### config.mk
export PLATFORM = sky130hd
export DESIGN_NAME = buffered_uart_ring_fifos_top
export DESIGN_NICKNAME = d
export VERILOG_FILES = /design/src/hdl/bufu_pkg.sv /design/src/hdl/bufu_ram.sv /design/src/hdl/bufu_front.sv /design/src/hdl/bufu_back.sv /design/src/hdl/buffered_uart_ring_fifos_top.sv
export VERILOG_INCLUDE_DIRS = /design/src /design/src/hdl
export SDC_FILE = /design/constraint.sdc
export NUM_CORES = 1
export LEC_CHECK = 0
export ABC_AREA = 1
export ABC_CLOCK_PERIOD_IN_PS = 3800
export CORE_MARGIN = 4
export CORE_UTILIZATION = 54
export CTS_BUF_LIST = sky130_fd_sc_hd__clkbuf_8
export DETAILED_ROUTE_END_ITERATION = 7
export DONT_BUFFER_PORTS = 1
export GPL_ROUTABILITY_DRIVEN = 1
export GPL_TIMING_DRIVEN = 0
export PLACE_DENSITY_LB_ADDON = 0.05
export SLEW_MARGIN = 20
export SYNTH_ARGS = -nofsm -noshare
export SYNTH_HDL_FRONTEND = slang
export SYNTH_HIERARCHICAL = 1
export SYNTH_SLANG_ARGS = --single-unit
### constraint.sdc
create_clock -name clk_i -period 3.8 [get_ports clk_i]
set_input_delay 0.38 -clock clk_i [delete_from_list [all_inputs] [get_ports clk_i]]
set_output_delay 0.38 -clock clk_i [all_outputs]
set_load 0.01 [all_outputs]
### src/hdl/buffered_uart_ring_fifos_top_macros.svh
// assertion macros used by the rtl back end (bufu_back)
`ifndef BUFFERED_UART_RING_FIFOS_TOP_MACROS_SVH
`define BUFFERED_UART_RING_FIFOS_TOP_MACROS_SVH

// antecedent implies consequent in the same cycle
`define BUFU_ASSERT_IMPL(lbl, ante, cons) \
  lbl: assert property (@(posedge clk_i) disable iff (!rst_ni) (ante) |-> (cons)) \
    else $error("%m: implication check failed");

// expression never holds
`define BUFU_ASSERT_NEVER(lbl, expr) \
  lbl: assert property (@(posedge clk_i) disable iff (!rst_ni) !(expr)) \
    else $error("%m: forbidden condition seen");

`endif

### src/hdl/bufu_pkg.sv
`timescale 1ns / 1ps
package bufu_pkg;

  typedef enum logic [1:0] {
    KIND_READ   = 2'd0,
    KIND_WRITE  = 2'd1,
    KIND_RX     = 2'd2,
    KIND_TXDONE = 2'd3
  } kind_e;

  typedef struct packed {
    kind_e      kind;
    logic [7:0] data;
  } op_t;

  typedef struct packed {
    logic       read_valid;
    logic [7:0] read_byte;
    logic       write_accepted;
    logic       line_out_valid;
    logic [7:0] line_out_byte;
    logic       rx_nonempty;
    logic       overflow_error;
    logic       tx_busy;
    logic       tx_done;
  } result_t;

  typedef struct packed {
    logic       rvalid;
    logic       accepted;
    logic       lvalid;
    logic       bypass;
    logic [7:0] data;
    logic       nonempty;
  } pend_t;

  typedef enum logic {
    BS_IDLE  = 1'b0,
    BS_FETCH = 1'b1
  } back_state_e;

endpackage

### src/hdl/bufu_ram.sv
`timescale 1ns / 1ps
module bufu_ram #(
  parameter int unsigned WIDTH = 8,
  parameter int unsigned DEPTH = 16
) (
  input  logic                     clk_i,
  input  logic                     we_i,
  input  logic [$clog2(DEPTH)-1:0] waddr_i,
  input  logic [WIDTH-1:0]         wdata_i,
  input  logic                     re_i,
  input  logic [$clog2(DEPTH)-1:0] raddr_i,
  output logic [WIDTH-1:0]         rdata_o
);

  logic [WIDTH-1:0] mem_q [DEPTH];
  logic [WIDTH-1:0] rdata_q;

  always_ff @(posedge clk_i) begin
    if (we_i) begin
      mem_q[waddr_i] <= wdata_i;
    end
    if (re_i) begin
      rdata_q <= mem_q[raddr_i];
    end
  end

  assign rdata_o = rdata_q;

endmodule

### src/hdl/bufu_front.sv
`timescale 1ns / 1ps
module bufu_front import bufu_pkg::*; (
  input  logic       clk_i,
  input  logic       rst_ni,
  input  logic       in_valid_i,
  output logic       in_ready_o,
  input  logic [1:0] kind_i,
  input  logic [7:0] data_i,
  output logic       op_valid_o,
  output op_t        op_o,
  input  logic       op_ready_i
);

  op_t        slot_q [2];
  logic       wr_ptr_q, wr_ptr_d;
  logic       rd_ptr_q, rd_ptr_d;
  logic [1:0] count_q, count_d;
  op_t        cls;
  logic       push, pop;

  // data only matters for writes and received bytes
  always_comb begin
    cls.kind = kind_e'(kind_i);
    unique case (kind_e'(kind_i))
      KIND_WRITE, KIND_RX: cls.data = data_i;
      KIND_READ, KIND_TXDONE: cls.data = 8'h00;
      default: cls.data = 8'h00;
    endcase
  end

  assign in_ready_o = (count_q != 2'd2);
  assign op_valid_o = (count_q != 2'd0);
  assign op_o       = slot_q[rd_ptr_q];
  assign push       = in_valid_i && in_ready_o;
  assign pop        = op_valid_o && op_ready_i;

  always_comb begin
    wr_ptr_d = push ? ~wr_ptr_q : wr_ptr_q;
    rd_ptr_d = pop ? ~rd_ptr_q : rd_ptr_q;
    count_d  = count_q + {1'b0, push} - {1'b0, pop};
  end

  always_ff @(posedge clk_i) begin
    if (push) begin
      slot_q[wr_ptr_q] <= cls;
    end
  end

  always_ff @(posedge clk_i or negedge rst_ni) begin
    if (!rst_ni) begin
      wr_ptr_q <= 1'b0;
      rd_ptr_q <= 1'b0;
      count_q  <= 2'd0;
    end else begin
      wr_ptr_q <= wr_ptr_d;
      rd_ptr_q <= rd_ptr_d;
      count_q  <= count_d;
    end
  end

endmodule

### src/hdl/bufu_back.sv
`timescale 1ns / 1ps
`include "buffered_uart_ring_fifos_top_macros.svh"
module bufu_back import bufu_pkg::*; #(
  parameter int unsigned RX_DEPTH = 16,
  parameter int unsigned TX_DEPTH = 16
) (
  input  logic    clk_i,
  input  logic    rst_ni,
  input  logic    op_valid_i,
  input  op_t     op_i,
  output logic    op_ready_o,
  output logic    res_valid_o,
  output result_t res_o,
  input  logic    res_ready_i
);

  localparam int unsigned RX_PW = $clog2(RX_DEPTH);
  localparam int unsigned TX_PW = $clog2(TX_DEPTH);
  localparam logic [RX_PW-1:0] RX_LAST = RX_PW'(RX_DEPTH - 1);
  localparam logic [TX_PW-1:0] TX_LAST = TX_PW'(TX_DEPTH - 1);

  back_state_e      state_q, state_d;
  logic [RX_PW-1:0] rx_w_q, rx_w_d, rx_r_q, rx_r_d, rx_w_inc, rx_r_inc;
  logic [TX_PW-1:0] tx_w_q, tx_w_d, tx_r_q, tx_r_d, tx_w_inc, tx_r_inc;
  logic             ovf_q, ovf_d, busy_q, busy_d, cmpl_q, cmpl_d;
  pend_t            pend_q, pend_d;
  result_t          res_q, res_d;
  logic             res_valid_q, res_valid_d;
  logic             take;
  logic             rx_we, rx_re, tx_we, tx_re;
  logic [RX_PW-1:0] rx_waddr, rx_raddr;
  logic [TX_PW-1:0] tx_waddr, tx_raddr;
  logic [7:0]       rx_rdata, tx_rdata;

  assign rx_w_inc = (rx_w_q == RX_LAST) ? '0 : rx_w_q + 1'b1;
  assign rx_r_inc = (rx_r_q == RX_LAST) ? '0 : rx_r_q + 1'b1;
  assign tx_w_inc = (tx_w_q == TX_LAST) ? '0 : tx_w_q + 1'b1;
  assign tx_r_inc = (tx_r_q == TX_LAST) ? '0 : tx_r_q + 1'b1;

  bufu_ram #(.WIDTH(8), .DEPTH(RX_DEPTH)) u_rx_ram (
    .clk_i   (clk_i),
    .we_i    (rx_we),
    .waddr_i (rx_waddr),
    .wdata_i (op_i.data),
    .re_i    (rx_re),
    .raddr_i (rx_raddr),
    .rdata_o (rx_rdata)
  );

  bufu_ram #(.WIDTH(8), .DEPTH(TX_DEPTH)) u_tx_ram (
    .clk_i   (clk_i),
    .we_i    (tx_we),
    .waddr_i (tx_waddr),
    .wdata_i (op_i.data),
    .re_i    (tx_re),
    .raddr_i (tx_raddr),
    .rdata_o (tx_rdata)
  );

  always_comb begin
    state_d     = state_q;
    rx_w_d      = rx_w_q;
    rx_r_d      = rx_r_q;
    tx_w_d      = tx_w_q;
    tx_r_d      = tx_r_q;
    ovf_d       = ovf_q;
    busy_d      = busy_q;
    cmpl_d      = cmpl_q;
    pend_d      = pend_q;
    res_d       = res_q;
    res_valid_d = res_valid_q && !res_ready_i;
    take        = 1'b0;
    rx_we       = 1'b0;
    rx_re       = 1'b0;
    tx_we       = 1'b0;
    tx_re       = 1'b0;
    rx_waddr    = rx_w_inc;
    rx_raddr    = rx_r_inc;
    tx_waddr    = tx_w_inc;
    tx_raddr    = tx_r_inc;

    unique case (state_q)
      BS_IDLE: begin
        if (op_valid_i && (!res_valid_q || res_ready_i)) begin
          take        = 1'b1;
          state_d     = BS_FETCH;
          pend_d      = '0;
          pend_d.data = op_i.data;
          unique case (op_i.kind)
            KIND_READ: begin
              if (rx_w_q != rx_r_q) begin
                rx_r_d        = rx_r_inc;
                rx_re         = 1'b1;
                pend_d.rvalid = 1'b1;
              end
            end
            KIND_WRITE: begin
              if (tx_w_inc != tx_r_q) begin
                tx_we           = 1'b1;
                tx_w_d          = tx_w_inc;
                pend_d.accepted = 1'b1;
                if (!busy_q) begin
                  busy_d        = 1'b1;
                  cmpl_d        = 1'b0;
                  tx_r_d        = tx_r_inc;
                  tx_re         = 1'b1;
                  pend_d.lvalid = 1'b1;
                  pend_d.bypass = (tx_r_inc == tx_w_inc);
                end
              end
            end
            KIND_RX: begin
              rx_w_d = rx_w_inc;
              rx_we  = 1'b1;
              if (rx_w_inc == rx_r_q) begin
                ovf_d = 1'b1;
              end
            end
            KIND_TXDONE: begin
              if (tx_w_q != tx_r_q) begin
                tx_r_d        = tx_r_inc;
                tx_re         = 1'b1;
                pend_d.lvalid = 1'b1;
              end else begin
                busy_d = 1'b0;
                cmpl_d = 1'b1;
              end
            end
            default: ;
          endcase
          pend_d.nonempty = (rx_w_d != rx_r_d);
        end
      end
      BS_FETCH: begin
        state_d              = BS_IDLE;
        res_valid_d          = 1'b1;
        res_d.read_valid     = pend_q.rvalid;
        res_d.read_byte      = pend_q.rvalid ? rx_rdata : 8'h00;
        res_d.write_accepted = pend_q.accepted;
        res_d.line_out_valid = pend_q.lvalid;
        res_d.line_out_byte  = !pend_q.lvalid ? 8'h00 :
                               (pend_q.bypass ? pend_q.data : tx_rdata);
        res_d.rx_nonempty    = pend_q.nonempty;
        res_d.overflow_error = ovf_q;
        res_d.tx_busy        = busy_q;
        res_d.tx_done        = cmpl_q;
      end
      default: ;
    endcase
  end

  assign op_ready_o  = take;
  assign res_valid_o = res_valid_q;
  assign res_o       = res_q;

  always_ff @(posedge clk_i) begin
    pend_q <= pend_d;
    res_q  <= res_d;
  end

  always_ff @(posedge clk_i or negedge rst_ni) begin
    if (!rst_ni) begin
      state_q     <= BS_IDLE;
      rx_w_q      <= '0;
      rx_r_q      <= '0;
      tx_w_q      <= '0;
      tx_r_q      <= '0;
      ovf_q       <= 1'b0;
      busy_q      <= 1'b0;
      cmpl_q      <= 1'b0;
      res_valid_q <= 1'b0;
    end else begin
      state_q     <= state_d;
      rx_w_q      <= rx_w_d;
      rx_r_q      <= rx_r_d;
      tx_w_q      <= tx_w_d;
      tx_r_q      <= tx_r_d;
      ovf_q       <= ovf_d;
      busy_q      <= busy_d;
      cmpl_q      <= cmpl_d;
      res_valid_q <= res_valid_d;
    end
  end

  `BUFU_ASSERT_IMPL(a_fetch_out_free, state_q == BS_FETCH, !res_valid_q)
  `BUFU_ASSERT_NEVER(a_busy_and_done, busy_q && cmpl_q)
  `BUFU_ASSERT_IMPL(a_ovf_from_rx, $rose(ovf_q), $past(take && (op_i.kind == KIND_RX)))
  `BUFU_ASSERT_IMPL(a_idle_tx_empty, !busy_q, tx_w_q == tx_r_q)

endmodule

### src/hdl/buffered_uart_ring_fifos_top.sv
`timescale 1ns / 1ps
// a beat is queued, then taken by the back end with a ram read, and its result is registered
// the back end takes a new event only after the last result, due to the registered fifo ram read
// a 2-beat queue keeps input beats flowing while a finished result waits at the output
// reset: rst_ni async active low clears all pointers, flags and the queue; fifo rams are not cleared
module buffered_uart_ring_fifos_top import bufu_pkg::*; #(
  parameter int unsigned RX_DEPTH = 16,
  parameter int unsigned TX_DEPTH = 16
) (
  input  logic       clk_i,
  input  logic       rst_ni,
  input  logic       in_valid_i,
  output logic       in_ready_o,
  input  logic [1:0] kind_i,
  input  logic [7:0] data_i,
  output logic       out_valid_o,
  input  logic       out_ready_i,
  output logic       read_valid_o,
  output logic [7:0] read_byte_o,
  output logic       write_accepted_o,
  output logic       line_out_valid_o,
  output logic [7:0] line_out_byte_o,
  output logic       rx_nonempty_o,
  output logic       overflow_error_o,
  output logic       tx_busy_o,
  output logic       tx_done_o
);

  logic    op_valid, op_ready;
  op_t     op;
  result_t res;

  bufu_front u_front (
    .clk_i      (clk_i),
    .rst_ni     (rst_ni),
    .in_valid_i (in_valid_i),
    .in_ready_o (in_ready_o),
    .kind_i     (kind_i),
    .data_i     (data_i),
    .op_valid_o (op_valid),
    .op_o       (op),
    .op_ready_i (op_ready)
  );

  bufu_back #(.RX_DEPTH(RX_DEPTH), .TX_DEPTH(TX_DEPTH)) u_back (
    .clk_i       (clk_i),
    .rst_ni      (rst_ni),
    .op_valid_i  (op_valid),
    .op_i        (op),
    .op_ready_o  (op_ready),
    .res_valid_o (out_valid_o),
    .res_o       (res),
    .res_ready_i (out_ready_i)
  );

  assign read_valid_o     = res.read_valid;
  assign read_byte_o      = res.read_byte;
  assign write_accepted_o = res.write_accepted;
  assign line_out_valid_o = res.line_out_valid;
  assign line_out_byte_o  = res.line_out_byte;
  assign rx_nonempty_o    = res.rx_nonempty;
  assign overflow_error_o = res.overflow_error;
  assign tx_busy_o        = res.tx_busy;
  assign tx_done_o        = res.tx_done;

endmodule

==> run metrics, run 1 <==
Multi-input gate area 3820 µm²; Final Setup Violations 0; final hold viol count 0; worst skew pair latency around 0.58 ns; fin crit share 0.859; NetSw 6.24 mW; vias in the first global route approximately 9900; Clock Skews 0.0226 ns; Setup crit end kind register; routability congestion estimate 0.915; layout overhead on the synthesized area 11.3%; Setup CP Type register to register; Max Slew Vio Count 0; Fill cells 2417; DRC 0; final WL 36700 µm; initial core utilization 0.546; Critical Path Fanout Max 25; first-pass GRT wire length 55700 µm; sequential fraction of the synthesis area 0.668; Vias/cell 5.11; drt first pass iters 6; peak supply drop around 0.7 mV; final core occ 0.608; crit path launch type register; Logic pwr share 0.414; Sinks on Clock Net 353; Core Box Area roughly 29000 µm²; Critical Path AT 3.47 ns; via count ~10000; largest net degree at the start of global routing 34; power consumption 15.1 mW; worst relative slew slack 0.297; Register Area 10500 µm²; Mapped Nets 1561; post-CTS setup buffer count 0; CTS buffer count 58; Mapped Cells roughly 1500; final routed wire length divided by cell count 17.9 µm; number of max-cap violations 0; PortBufs 0; YS warnings 6; Worst Tran Pin Value roughly 1.1 ns; post-synth top area cell edfxtp_1; Placement Setup Slack just under 0.03 ns; leakage 7.69 nW; Max clock buf depth 3; clock power share 0.202; top post-synthesis cells by area edfxtp_1 63%, nand2_1 12%, nand3_1 6.9%; hpwl dp 24300 µm; Worst Hold Class input pin to register; Fmax between 0.3 and 0.4 GHz; Sw Ratio 0.413; min Tclk post-route 3.26 ns; synthesized cell area about 16000 µm²; final setup TNS 0 ns; Required @ worst endpoint 4.00 ns; Die Span Y 178 µm; initial drt markers 824; Die X 178 µm; n_diodes 0; register share of total power 0.383; global route total overflow 0; worst setup margin 0.535 ns; Synth top area share 0.628; H-tree Lvls 2; layout cells sized above 1 0.103; synth unique cells 34; status finished, final reports clean; Syn Area/Cell 10.2 µm²; initial antenna violation count 0; All-Layer GR Usage 0.232; # IOs 39; FP Rows 62; Final ANT Viol Nets 0; Internal Pwr Total 8.88 mW; Worst-path clk slew 0.06 ns; CTS root buf clkbuf_8; Yosys reg bits 353; P per Cell Area 867 nW/µm²; full die area 31800 µm²; unrepaired setup endpoints after global routing no; CTS tree done; Hold WS 0.0544 ns; fin nets 1632
==> area by class of cell <==
cell class	instances	share of cell area
clock inverters	45	0.0135
repair buffers	11	0.0106
inverters	272	0.0585
multi-input cells	862	0.219
flip-flops and latches	353	0.601
well taps	384	0.0276
plain buffers	55	0.0217
clock buffers	61	0.0481
==> worst paths after layout <==
| check | startpoint | endpoint | slack [ns] | cells after the start |
|---|---|---|---|---|
| max | u_back/state_q | u_back/u_rx_ram/mem_q[12][6] | 0.54 | 5 |
| min | data_i[2] | u_front/slot_q[0][2] | 0.05 | 2 |
| max reg2reg | u_back/state_q | u_back/u_rx_ram/mem_q[12][6] | 0.54 | 5 |
| min reg2reg | u_back/pend_q[11] | u_back/res_o[13] | 0.43 | 0 |
| max in group asynchronous | rst_ni | u_back/tx_w_q[0] | 3.37 | 2 |
| min in group asynchronous | rst_ni | u_back/rx_r_q[1] | 0.24 | 2 |
==> critical path: stages (launching register included) <==
cell and delay (ns):
dfrtp_1 0.77, nor2_4 0.67, nand2_1 0.30, inv_1 0.19, nand3_1 0.21, nor2_1 0.74
==> repair_timing <==
action                                 in CTS  in global routing
setup endpoints to repair                   0                120
endpoints found under the hold margin      32                  0
hold buffers                                6                  0
gates resized for setup                     0                  1
==> flip-flops by register name, indices dropped and copies added, names as in the netlist, 2 cells and up <==
signal	count
u_back/pend_q	13
u_back/res_o	23
u_back/rx_r_q	4
u_back/rx_w_q	4
u_back/tx_r_q	4
u_back/tx_w_q	4
u_back/u_rx_ram/mem_q	128
u_back/u_rx_ram/rdata_o	8
u_back/u_tx_ram/mem_q	128
u_back/u_tx_ram/rdata_o	8
u_front/count_q	2
u_front/slot_q	20
==> cell usage after synthesis (all sizes together) <==
library cell / n
ha: 5
edfxtp: 328
buf: 53
dfrtp: 25
nand4: 3
nand3b: 6
nand3: 220
a21oi: 4
xnor2: 5
clkbuf: 2
o21bai: 1
o211ai: 1
nand2: 494
nor2: 83
inv: 271
a211oi: 1
or2: 1
xor2: 9
o21ai: 29
clkinv: 1
==> layer usage <==
metal	share of wire	GRT usage
met5	0	0
met4	0.029	0.0793
met3	0.048	0.0303
met2	0.50	0.399
met1	0.43	0.306
==> power by group through the flow <==
stage	registers (mW)	clock network, mW	logic, mW
2_1_floorplan	5.78	0	4.04
3_3_place_gp	5.90	0	5.97
3_5_place_dp	5.88	0	6.22
4_1_cts	5.80	3.14	6.26
5_1_grt	5.86	3.32	6.88
6_report	5.80	3.06	6.26
==> metrics by stage <==
step	std cells	area, µm²
after CTS	2043	17400
final	2043	17400
after detailed placement	1931	16300
after floorplan	1542	15700
after global routing	2043	17400
after global placement	1926	16200
==> kinds of logic after synthesis <==
| family | Yosys count | share of synthesized area |
|---|---|---|
| AO/OA/AOI/OAI | 36 | 0.0122 |
| XOR/XNOR | 14 | 0.00830 |
| adder cells (fa/ha/maj) | 5 | 0.00399 |
| buffers and inverters | 327 | 0.0893 |
| flip-flops | 353 | 0.668 |
| AND/OR/NAND/NOR | 807 | 0.218 |
==> layout by cell type (no fill, tap or decap), types with 2 or more instances in the layout <==
master         Yosys  final
xnor2_1            4      4
inv_1            260    279
nand2_2            4     12
buf_2             29     29
xor2_1             9      9
nor2_4             1      2
bufinv_16          0      2
nand4_1            3      3
nand3b_1           6      6
nor2_2             6      5
o21ai_1            3      3
inv_2             11     11
buf_1              2      2
o21ai_0           25     25
buf_12             0      4
buf_16             0      2
dlygate4sd3_1      0      5
nand3_2            2      2
nor2_1            76     76
buf_6             14     14
nand2_4            3      3
dfrtp_1           25     25
edfxtp_1         328    328
a21oi_1            4      4
ha_1               5      5
clkbuf_8           0     61
clkinv_1           1     14
nand3_1          217    217
nand2_1          487    479
clkinv_2           0     11
buf_4              8      8
No activity file was read; power rests on OpenSTA's default activity.
==> inputs of run 2 (changes only) <==
--- a/config.mk
+++ b/config.mk
@@ -6,7 +6,6 @@
 export SDC_FILE = /design/constraint.sdc
 export NUM_CORES = 1
 export LEC_CHECK = 0
-export ABC_AREA = 1
 export ABC_CLOCK_PERIOD_IN_PS = 3800
 export CORE_MARGIN = 4
 export CORE_UTILIZATION = 54
==> run 2 against run 1 <==
  * Setup slack got worse by 0.28 ns
  * Non-clock buffer count decreased by 25
  * First-iteration DRC count shrank 24%
  * Hold slack worse by 0.0021 ns
  * Largest power group is now registers
  * Clock skew down 0.0035 ns
  * Sequential power shrank 2%
  * Maximum frequency fell by 7.9%
  * Flip-flop and latch count unchanged
  * Highest routed layer unchanged
  * Utilization grew 0.27 points
  * Critical path type unchanged
==> run metrics, run 2 <==
status finished, final reports clean; Crit-path slowest cell or3b_2; leakage 5.40 nW (-30%); min Tclk post-route 3.55 ns (+0.281 ns); Critical Path Fanout Max 10 (-60%); global route total overflow 0 (unchanged); PortBufs 0 (unchanged); register share of total power 0.438 (+0.055); Worst Hold Depth 2 (unchanged); Worst-path clk slew 0.06 ns (about the same); NetSw 4.50 mW (-28%); most common cell in the synthesized netlist edfxtp_1; Most used DFF post-synth edfxtp_1; Setup crit end kind register; All-Layer GR Usage 0.201 (-0.0309); hpwl dp 17500 µm (-28%); M1 WL 13000 µm (-16%); reg2reg path depth 9 (+4); worst setup margin 0.254 ns (-0.281 ns); most common cell after layout, fill and taps aside edfxtp_1; drt first pass iters 5 (-1); CTS buffer count 56 (-3.4%); Design Area, Final 15900 µm² (-9.1%); Synth async-reset ratio 0.0708 (unchanged); routability congestion estimate 0.821 (-10%); Required @ worst endpoint 4.01 ns (about the same); top cells by count, synth 328 x edfxtp_1, 36 x mux4_2, 35 x nor2_1; cells along the critical path ha_1 > a31oi_4 > xor2_1 > nor3_1 > a21oi_1 > nand2_1 > inv_1 > or3b_2 > nor2_2; number of max-cap violations 0 (unchanged); Final Setup Violations 0 (unchanged); clock power share 0.220 (+0.018); final core occ 0.610 (+0.00268); # IOs 39 (unchanged); met3 routed WL 1600 µm (-9.3%); Post-synth EDFFs 328 (unchanged); largest net degree at the start of global routing 34 (unchanged); layout overhead on the synthesized area 11.4% (about the same); final hold viol count 0 (unchanged); most frequent cells in the layout 328 x edfxtp_1, 56 x clkbuf_8, 36 x mux4_2; Crit. path cell count 9 (+4); Sinks on Clock Net 353 (unchanged); Critical Path AT 3.76 ns (+0.29 ns); Mapped Cells 730 (-53%); Max clock buf depth 3 (unchanged); Internal Pwr Total 8.47 mW (-4.6%); Fill cells 1898 (-21%); vias in the first global route 7247 (-27%); initial drt markers 630 (-24%); DRC 0 (unchanged); unrepaired setup endpoints after global routing no; initial antenna violation count 0 (unchanged); Worst Hold Class input pin to register; worst skew pair latency 0.58 ns (about the same); via count 6964 (-33%); DR WL met2 13300 µm (-27%); fin crit share 0.933 (+0.0740); Synth top area share 0.692 (+0.0633); Yosys reg bits 353 (unchanged); top post-synthesis cells by area edfxtp_1 69%, mux4_2 5.7%, mux4_1 5.2%; post-synth top area cell edfxtp_1; CTS root buf clkbuf_8; Sw Ratio 0.347 (-0.0656); Clock Skews 0.0190 ns (-0.00355 ns); Die X 170 µm (-4.5%); Logic pwr share 0.342 (-0.072); Fmax 0.282 GHz (-7.9%); cell family contributing the most delay on the critical path simple AND/OR/NAND/NOR gates; Setup CP Type register to register; peak supply drop 0.560 mV (-20%); initial core utilization 0.548 (+0.00188); Core Box Area 26000 µm² (-9.5%); final routed wire length divided by cell count 24.1 µm (+34%); first-pass GRT wire length 43800 µm (-21%); final setup TNS 0 ns (unchanged); P per Cell Area 818 nW/µm² (-5.7%); H-tree Lvls 2 (unchanged); full die area 29000 µm² (-8.8%); placed cell area 14700 µm² (-9.8%); synthesized cell area 14200 µm² (-9.2%); crit path launch type register; crit path buf inv count 1 (unchanged); Die Span Y 170 µm (-4.5%); CTS tree done; FP Rows 59 (-4.8%); fin nets 819 (-50%); Highest Signal Layer met4; Vias/cell 5.91 (+16%); synth unique cells 54 (+59%); final WL 28400 µm (-23%); worst relative slew slack 0.350 (+0.0526); Placement Setup Slack -0.165 ns (-0.194 ns); Final ANT Viol Nets 0 (unchanged); YS warnings 6 (unchanged); layout cells sized above 1 0.210 (+0.107); CP max stage delay 0.55 ns (-0.22 ns); Worst Tran Pin Value 0.972 ns (-0.0825 ns); Max Slew Vio Count 0 (unchanged); sequential fraction of the synthesis area 0.736 (+0.0674); Syn Area/Cell 19.5 µm² (+92%); Mapped Nets 749 (-52%)
## run 2: cell type report
| type | count | area (µm²) | share of cell area |
|---|---|---|---|
| sequential | 353 | 10500 | 0.661 |
| multi-input combinational | 338 | 3580 | 0.226 |
| clock buffer | 56 | 771 | 0.0486 |
| tap | 335 | 419 | 0.0264 |
| clock inverter | 44 | 223 | 0.0140 |
| buffer | 29 | 218 | 0.0137 |
| timing repair buffer | 12 | 130 | 0.00821 |
| inverter | 10 | 37.5 | 0.00237 |
| antenna | 1 | 2.50 | 0.000158 |
## run 2: repair_timing
item                       4_1_cts  5_1_grt
setup endpoints to repair       18       24
hold endpoints to repair        43        0
gates resized for setup          3        5
buffers inserted                 0        0
hold buffers                    12        0
gates cloned                     0        0
## run 2: metal layers
| metal | vias up | track usage |
|---|---|---|
| met3 | 45 | 0.0393 |
| li1 | 3084 | - |
| met4 | 0 | 0.0528 |
| met2 | 188 | 0.306 |
| met1 | 3647 | 0.304 |
| met5 | - | 0 |
## run 2: path summary, 6_finish.rpt
check / slack [ns] / to / start
worst max register to register: 0.25 / u_back/u_tx_ram/mem_q[2][3] / u_back/tx_w_q[0]
min in group asynchronous: 0.24 / u_back/rx_r_q[3] / rst_ni
max in group asynchronous: 3.40 / u_back/cmpl_q / rst_ni
worst max-delay path: 0.25 / u_back/u_tx_ram/mem_q[2][3] / u_back/tx_w_q[0]
worst min-delay path: 0.05 / u_front/count_q[1] / in_valid_i
worst min register to register: 0.43 / u_back/res_o[3] / u_back/pend_q[0]
## run 2: cells by family after synthesis
logic type | share of synthesized area
mux | 0.135
compound gates | 0.0340
buf+inv | 0.0179
xor+xnor | 0.0232
simple gates | 0.0496
flops | 0.736
fa+ha+maj | 0.00439
## run 2: power by group through the flow
stage | logic (mW) | clock network [mW] | registers (mW)
floorplan | 3.06 | 0 | 5.64
detailed placement | 4.41 | 0 | 5.76
finish | 4.44 | 2.85 | 5.67
global placement | 4.28 | 0 | 5.72
CTS | 4.45 | 2.96 | 5.68
global route | 4.82 | 3.13 | 5.73
## run 2: per-stage QoR
stage / cells / hold slack (ns) / power (mW)
floorplan: 730 / 0.0844 / 8.69
global placement: 1065 / 0.0852 / 10.0
detailed placement: 1065 / 0.0852 / 10.2
CTS: 1177 / 0.000951 / 13.1
global route: 1177 / 0.0281 / 13.7
finish: 1178 / 0.0523 / 13.0
## run 2: worst register-to-register path, cell delays in order, from the launching register on
cell	delay (ns)
dfrtp_1	0.47
ha_1	0.34
a31oi_4	0.45
xor2_1	0.19
nor3_1	0.10
a21oi_1	0.21
nand2_1	0.21
inv_1	0.22
or3b_2	0.56
nor2_2	0.44
==> inputs of run 3 (changes only) <==
--- a/config.mk
+++ b/config.mk
@@ -14,9 +14,9 @@
 export DONT_BUFFER_PORTS = 1
 export GPL_ROUTABILITY_DRIVEN = 1
 export GPL_TIMING_DRIVEN = 0
+export HOLD_SLACK_MARGIN = 0.08
 export PLACE_DENSITY_LB_ADDON = 0.05
 export SLEW_MARGIN = 20
 export SYNTH_ARGS = -nofsm -noshare
 export SYNTH_HDL_FRONTEND = slang
-export SYNTH_HIERARCHICAL = 1
 export SYNTH_SLANG_ARGS = --single-unit
==> run 3 against run 2 <==
  * Combinational power up 28%
  * Clock skew grew 0.011 ns
  * Wire length up 11%
  * Register-to-register slack improved by 0.17 ns
  * Global-route usage increased by 0.85 points
  * Critical endpoint is now u_back.u_tx_ram.mem_q[4][2]
  * Highest routed layer unchanged
==> run metrics, run 3 <==
register share of total power 0.402 (-0.036); crit path launch type register; Critical path origin u_back.tx_w_q[0]; top post-synthesis cells by area edfxtp_1 67%, mux4_2 4.9%, dfrtp_1 4.3%; Required @ worst endpoint 4.00 ns (about the same); unrepaired setup endpoints after global routing no; placed cell area 15000 µm² (+2.3%); post-synth top area cell edfxtp_1; initial core utilization 0.555 (+0.00657); synth unique cells 57 (+5.6%); reg2reg path depth 8 (-1); Setup CP Type register to register; Worst-path clk slew 0.06 ns (about the same); Synth async-reset ratio 0.0708 (unchanged); Setup crit end kind register; synthesized cell area 14600 µm² (+2.6%); Final Setup Violations 0 (unchanged); layout cells sized above 1 0.158 (-0.0522); Clock Skews 0.0299 ns (+0.0109 ns); fin cells 1335 (+13%); via count 7978 (+15%); first-pass GRT wire length 47900 µm (+9.3%); fin crit share 0.889 (-0.0439); most common cell after layout, fill and taps aside edfxtp_1; met3 routed WL 2080 µm (+31%); clock power share 0.198 (-0.022); final hold viol count 0 (unchanged); final routed wire length divided by cell count 23.6 µm (-2.3%); PortBufs 0 (unchanged); H-tree Lvls 2 (unchanged); number of max-cap violations 0 (unchanged); leakage 5.57 nW (+3.0%); Syn Area/Cell 16.4 µm² (-16%); CP max stage delay 0.66 ns (+0.11 ns); Internal Pwr Total 8.86 mW (+4.6%); Most used DFF post-synth edfxtp_1; layout overhead on the synthesized area 10.7%; Max clock buf depth 3 (unchanged); worst relative slew slack 0.345 (-0.00493); Die Span Y 173 µm (+1.3%); most common cell in the synthesized netlist edfxtp_1; Sw Ratio 0.378 (+0.0312); n_diodes 0 (-1); initial drt markers 706 (+12%); placed cells 1227 (+15%); Vias/cell 5.98 (+1.1%); Sinks on Clock Net 353 (unchanged); FP Rows 59 (unchanged); top cells by count, synth 328 x edfxtp_1, 58 x nand2_1, 48 x mux2i_1; most frequent cells in the layout 328 x edfxtp_1, 60 x clkbuf_8, 58 x nand2_1; RR Endpoint u_back.u_tx_ram.mem_q[4][2]; initial antenna violation count 0 (unchanged); Worst Tran Pin Value 0.980 ns (+0.00795 ns); Synth top area share 0.674 (-0.0178); global route total overflow 0 (unchanged); NetSw 5.39 mW (+20%); M1 WL 14400 µm (+11%); final WL 31400 µm (+11%); Mapped Nets 920 (+23%); Critical Path Fanout Max 10 (unchanged); DRC 0 (unchanged); CTS buffer count 56 (unchanged); largest net degree at the start of global routing 34 (unchanged); crit path capture u_back.u_tx_ram.mem_q[4][2]; status finished, final reports clean; peak supply drop 0.394 mV (-30%); Design Area, Final 16200 µm² (+2.0%); Critical Path AT 3.58 ns (-0.18 ns); YS warnings 0 (-6); origin of the critical flop-to-flop path u_back.tx_w_q[0]; cells along the critical path ha_1 > a21oi_1 > o21ai_0 > and4_4 > nor3_4 > nor2_2 > buf_2 > and3_1; Post-synth EDFFs 328 (unchanged); Worst Hold Class input pin to async pin; Fmax 0.296 GHz (+4.9%); min Tclk post-route 3.38 ns (-0.167 ns); Hold WS 0.247 ns (+0.195 ns); Final ANT Viol Nets 0 (unchanged); Logic pwr share 0.399 (+0.057); Highest Signal Layer met4; All-Layer GR Usage 0.210 (+0.00851); full die area 29800 µm² (+2.5%); Core Box Area 26400 µm² (+1.4%); Crit-path slowest cell o21ai_0; R2R setup slack 0.42 ns (+0.17 ns); final setup TNS 0 ns (unchanged); Die X 173 µm (+1.3%); worst skew pair latency 0.58 ns (about the same); vias in the first global route 8082 (+12%); final core occ 0.614 (+0.00351); # IOs 39 (unchanged); Yosys reg bits 353 (unchanged); P per Cell Area 881 nW/µm² (+7.7%); Mapped Cells 892 (+22%); CTS tree done; routability congestion estimate 0.844 (+2.7%); DR WL met2 14200 µm (+6.9%); Max Slew Vio Count 0 (unchanged); hpwl dp 20300 µm (+16%); CTS root buf clkbuf_8; fin nets 992 (+21%); sequential fraction of the synthesis area 0.717 (-0.0189); drt first pass iters 5 (unchanged)
-- run 3: cell count changes after synthesis, sizes merged, moves of 23 or more --
cell and change:
a22oi -33, nand2 +27, a211oi +42, mux4 -32
a21oi +33, clkbuf +23, mux2i +35
-- run 3: cells by family after synthesis --
| family | synth area share |
|---|---|
| AO/OA/AOI/OAI | 0.0650 |
| XOR/XNOR | 0.0226 |
| adder cells (fa/ha/maj) | 0.0120 |
| buffers and inverters | 0.0198 |
| flip-flops | 0.717 |
| multiplexers | 0.0976 |
| AND/OR/NAND/NOR | 0.0663 |
-- run 3: cell type report --
cell class | count | area [µm²]
clock inverter | 34 | 140
clock buffer | 60 | 826
timing repair buffer | 14 | 150
inverter | 22 | 86.3
fill | 1965 | 10200
sequential | 353 | 10500
buffer | 48 | 206
multi-input combinational | 469 | 3870
tap | 335 | 419
-- run 3: metal layers --
layer	vias up	track usage
met4	0	0.0642
met1	4038	0.319
li1	3569	-
met2	309	0.314
met5	-	0
met3	62	0.0371
-- run 3: power by group through the flow --
stage	logic [mW]	registers, mW	clock network (mW)
finish	5.69	5.73	2.83
global route	6.14	5.80	3.07
CTS	5.65	5.74	2.88
detailed placement	5.60	5.82	0
global placement	5.46	5.79	0
floorplan	3.85	5.71	0
-- run 3: how the worst min path moves through the flow --
stage                         endpoint  startpoint  slack [ns]
finish                u_back.rx_w_q[3]      rst_ni        0.25
global route        u_front.count_q[1]      rst_ni        0.24
CTS                   u_back.rx_w_q[0]      rst_ni        0.23
detailed placement    u_front.wr_ptr_q      rst_ni        0.09
global placement    u_front.count_q[1]      rst_ni        0.09
floorplan                u_back.busy_q      rst_ni        0.08
-- run 3: stage by stage --
step	worst slack, ns	power, mW
detailed placement	-0.0659	11.4
finish	0.421	14.2
CTS	0.0209	14.3
global placement	0.115	11.2
global route	0.176	15.0
floorplan	1.02	9.56
-- run 3: critical path: cells and delay by family (launching register included) --
family	cells	cell delay, ns
AO/OA/AOI/OAI	2	0.72
adder cells (fa/ha/maj)	1	0.36
buffers and inverters	1	0.24
flip-flops	1	0.56
AND/OR/NAND/NOR	4	1.13
-- run 3: repair_timing --
item                                    in CTS  in global routing
endpoints found under the setup margin      24                128
endpoints found under the hold margin       48                  0
buffers inserted                             0                  0
resized for setup                            3                  6
hold buffers                                14                  0
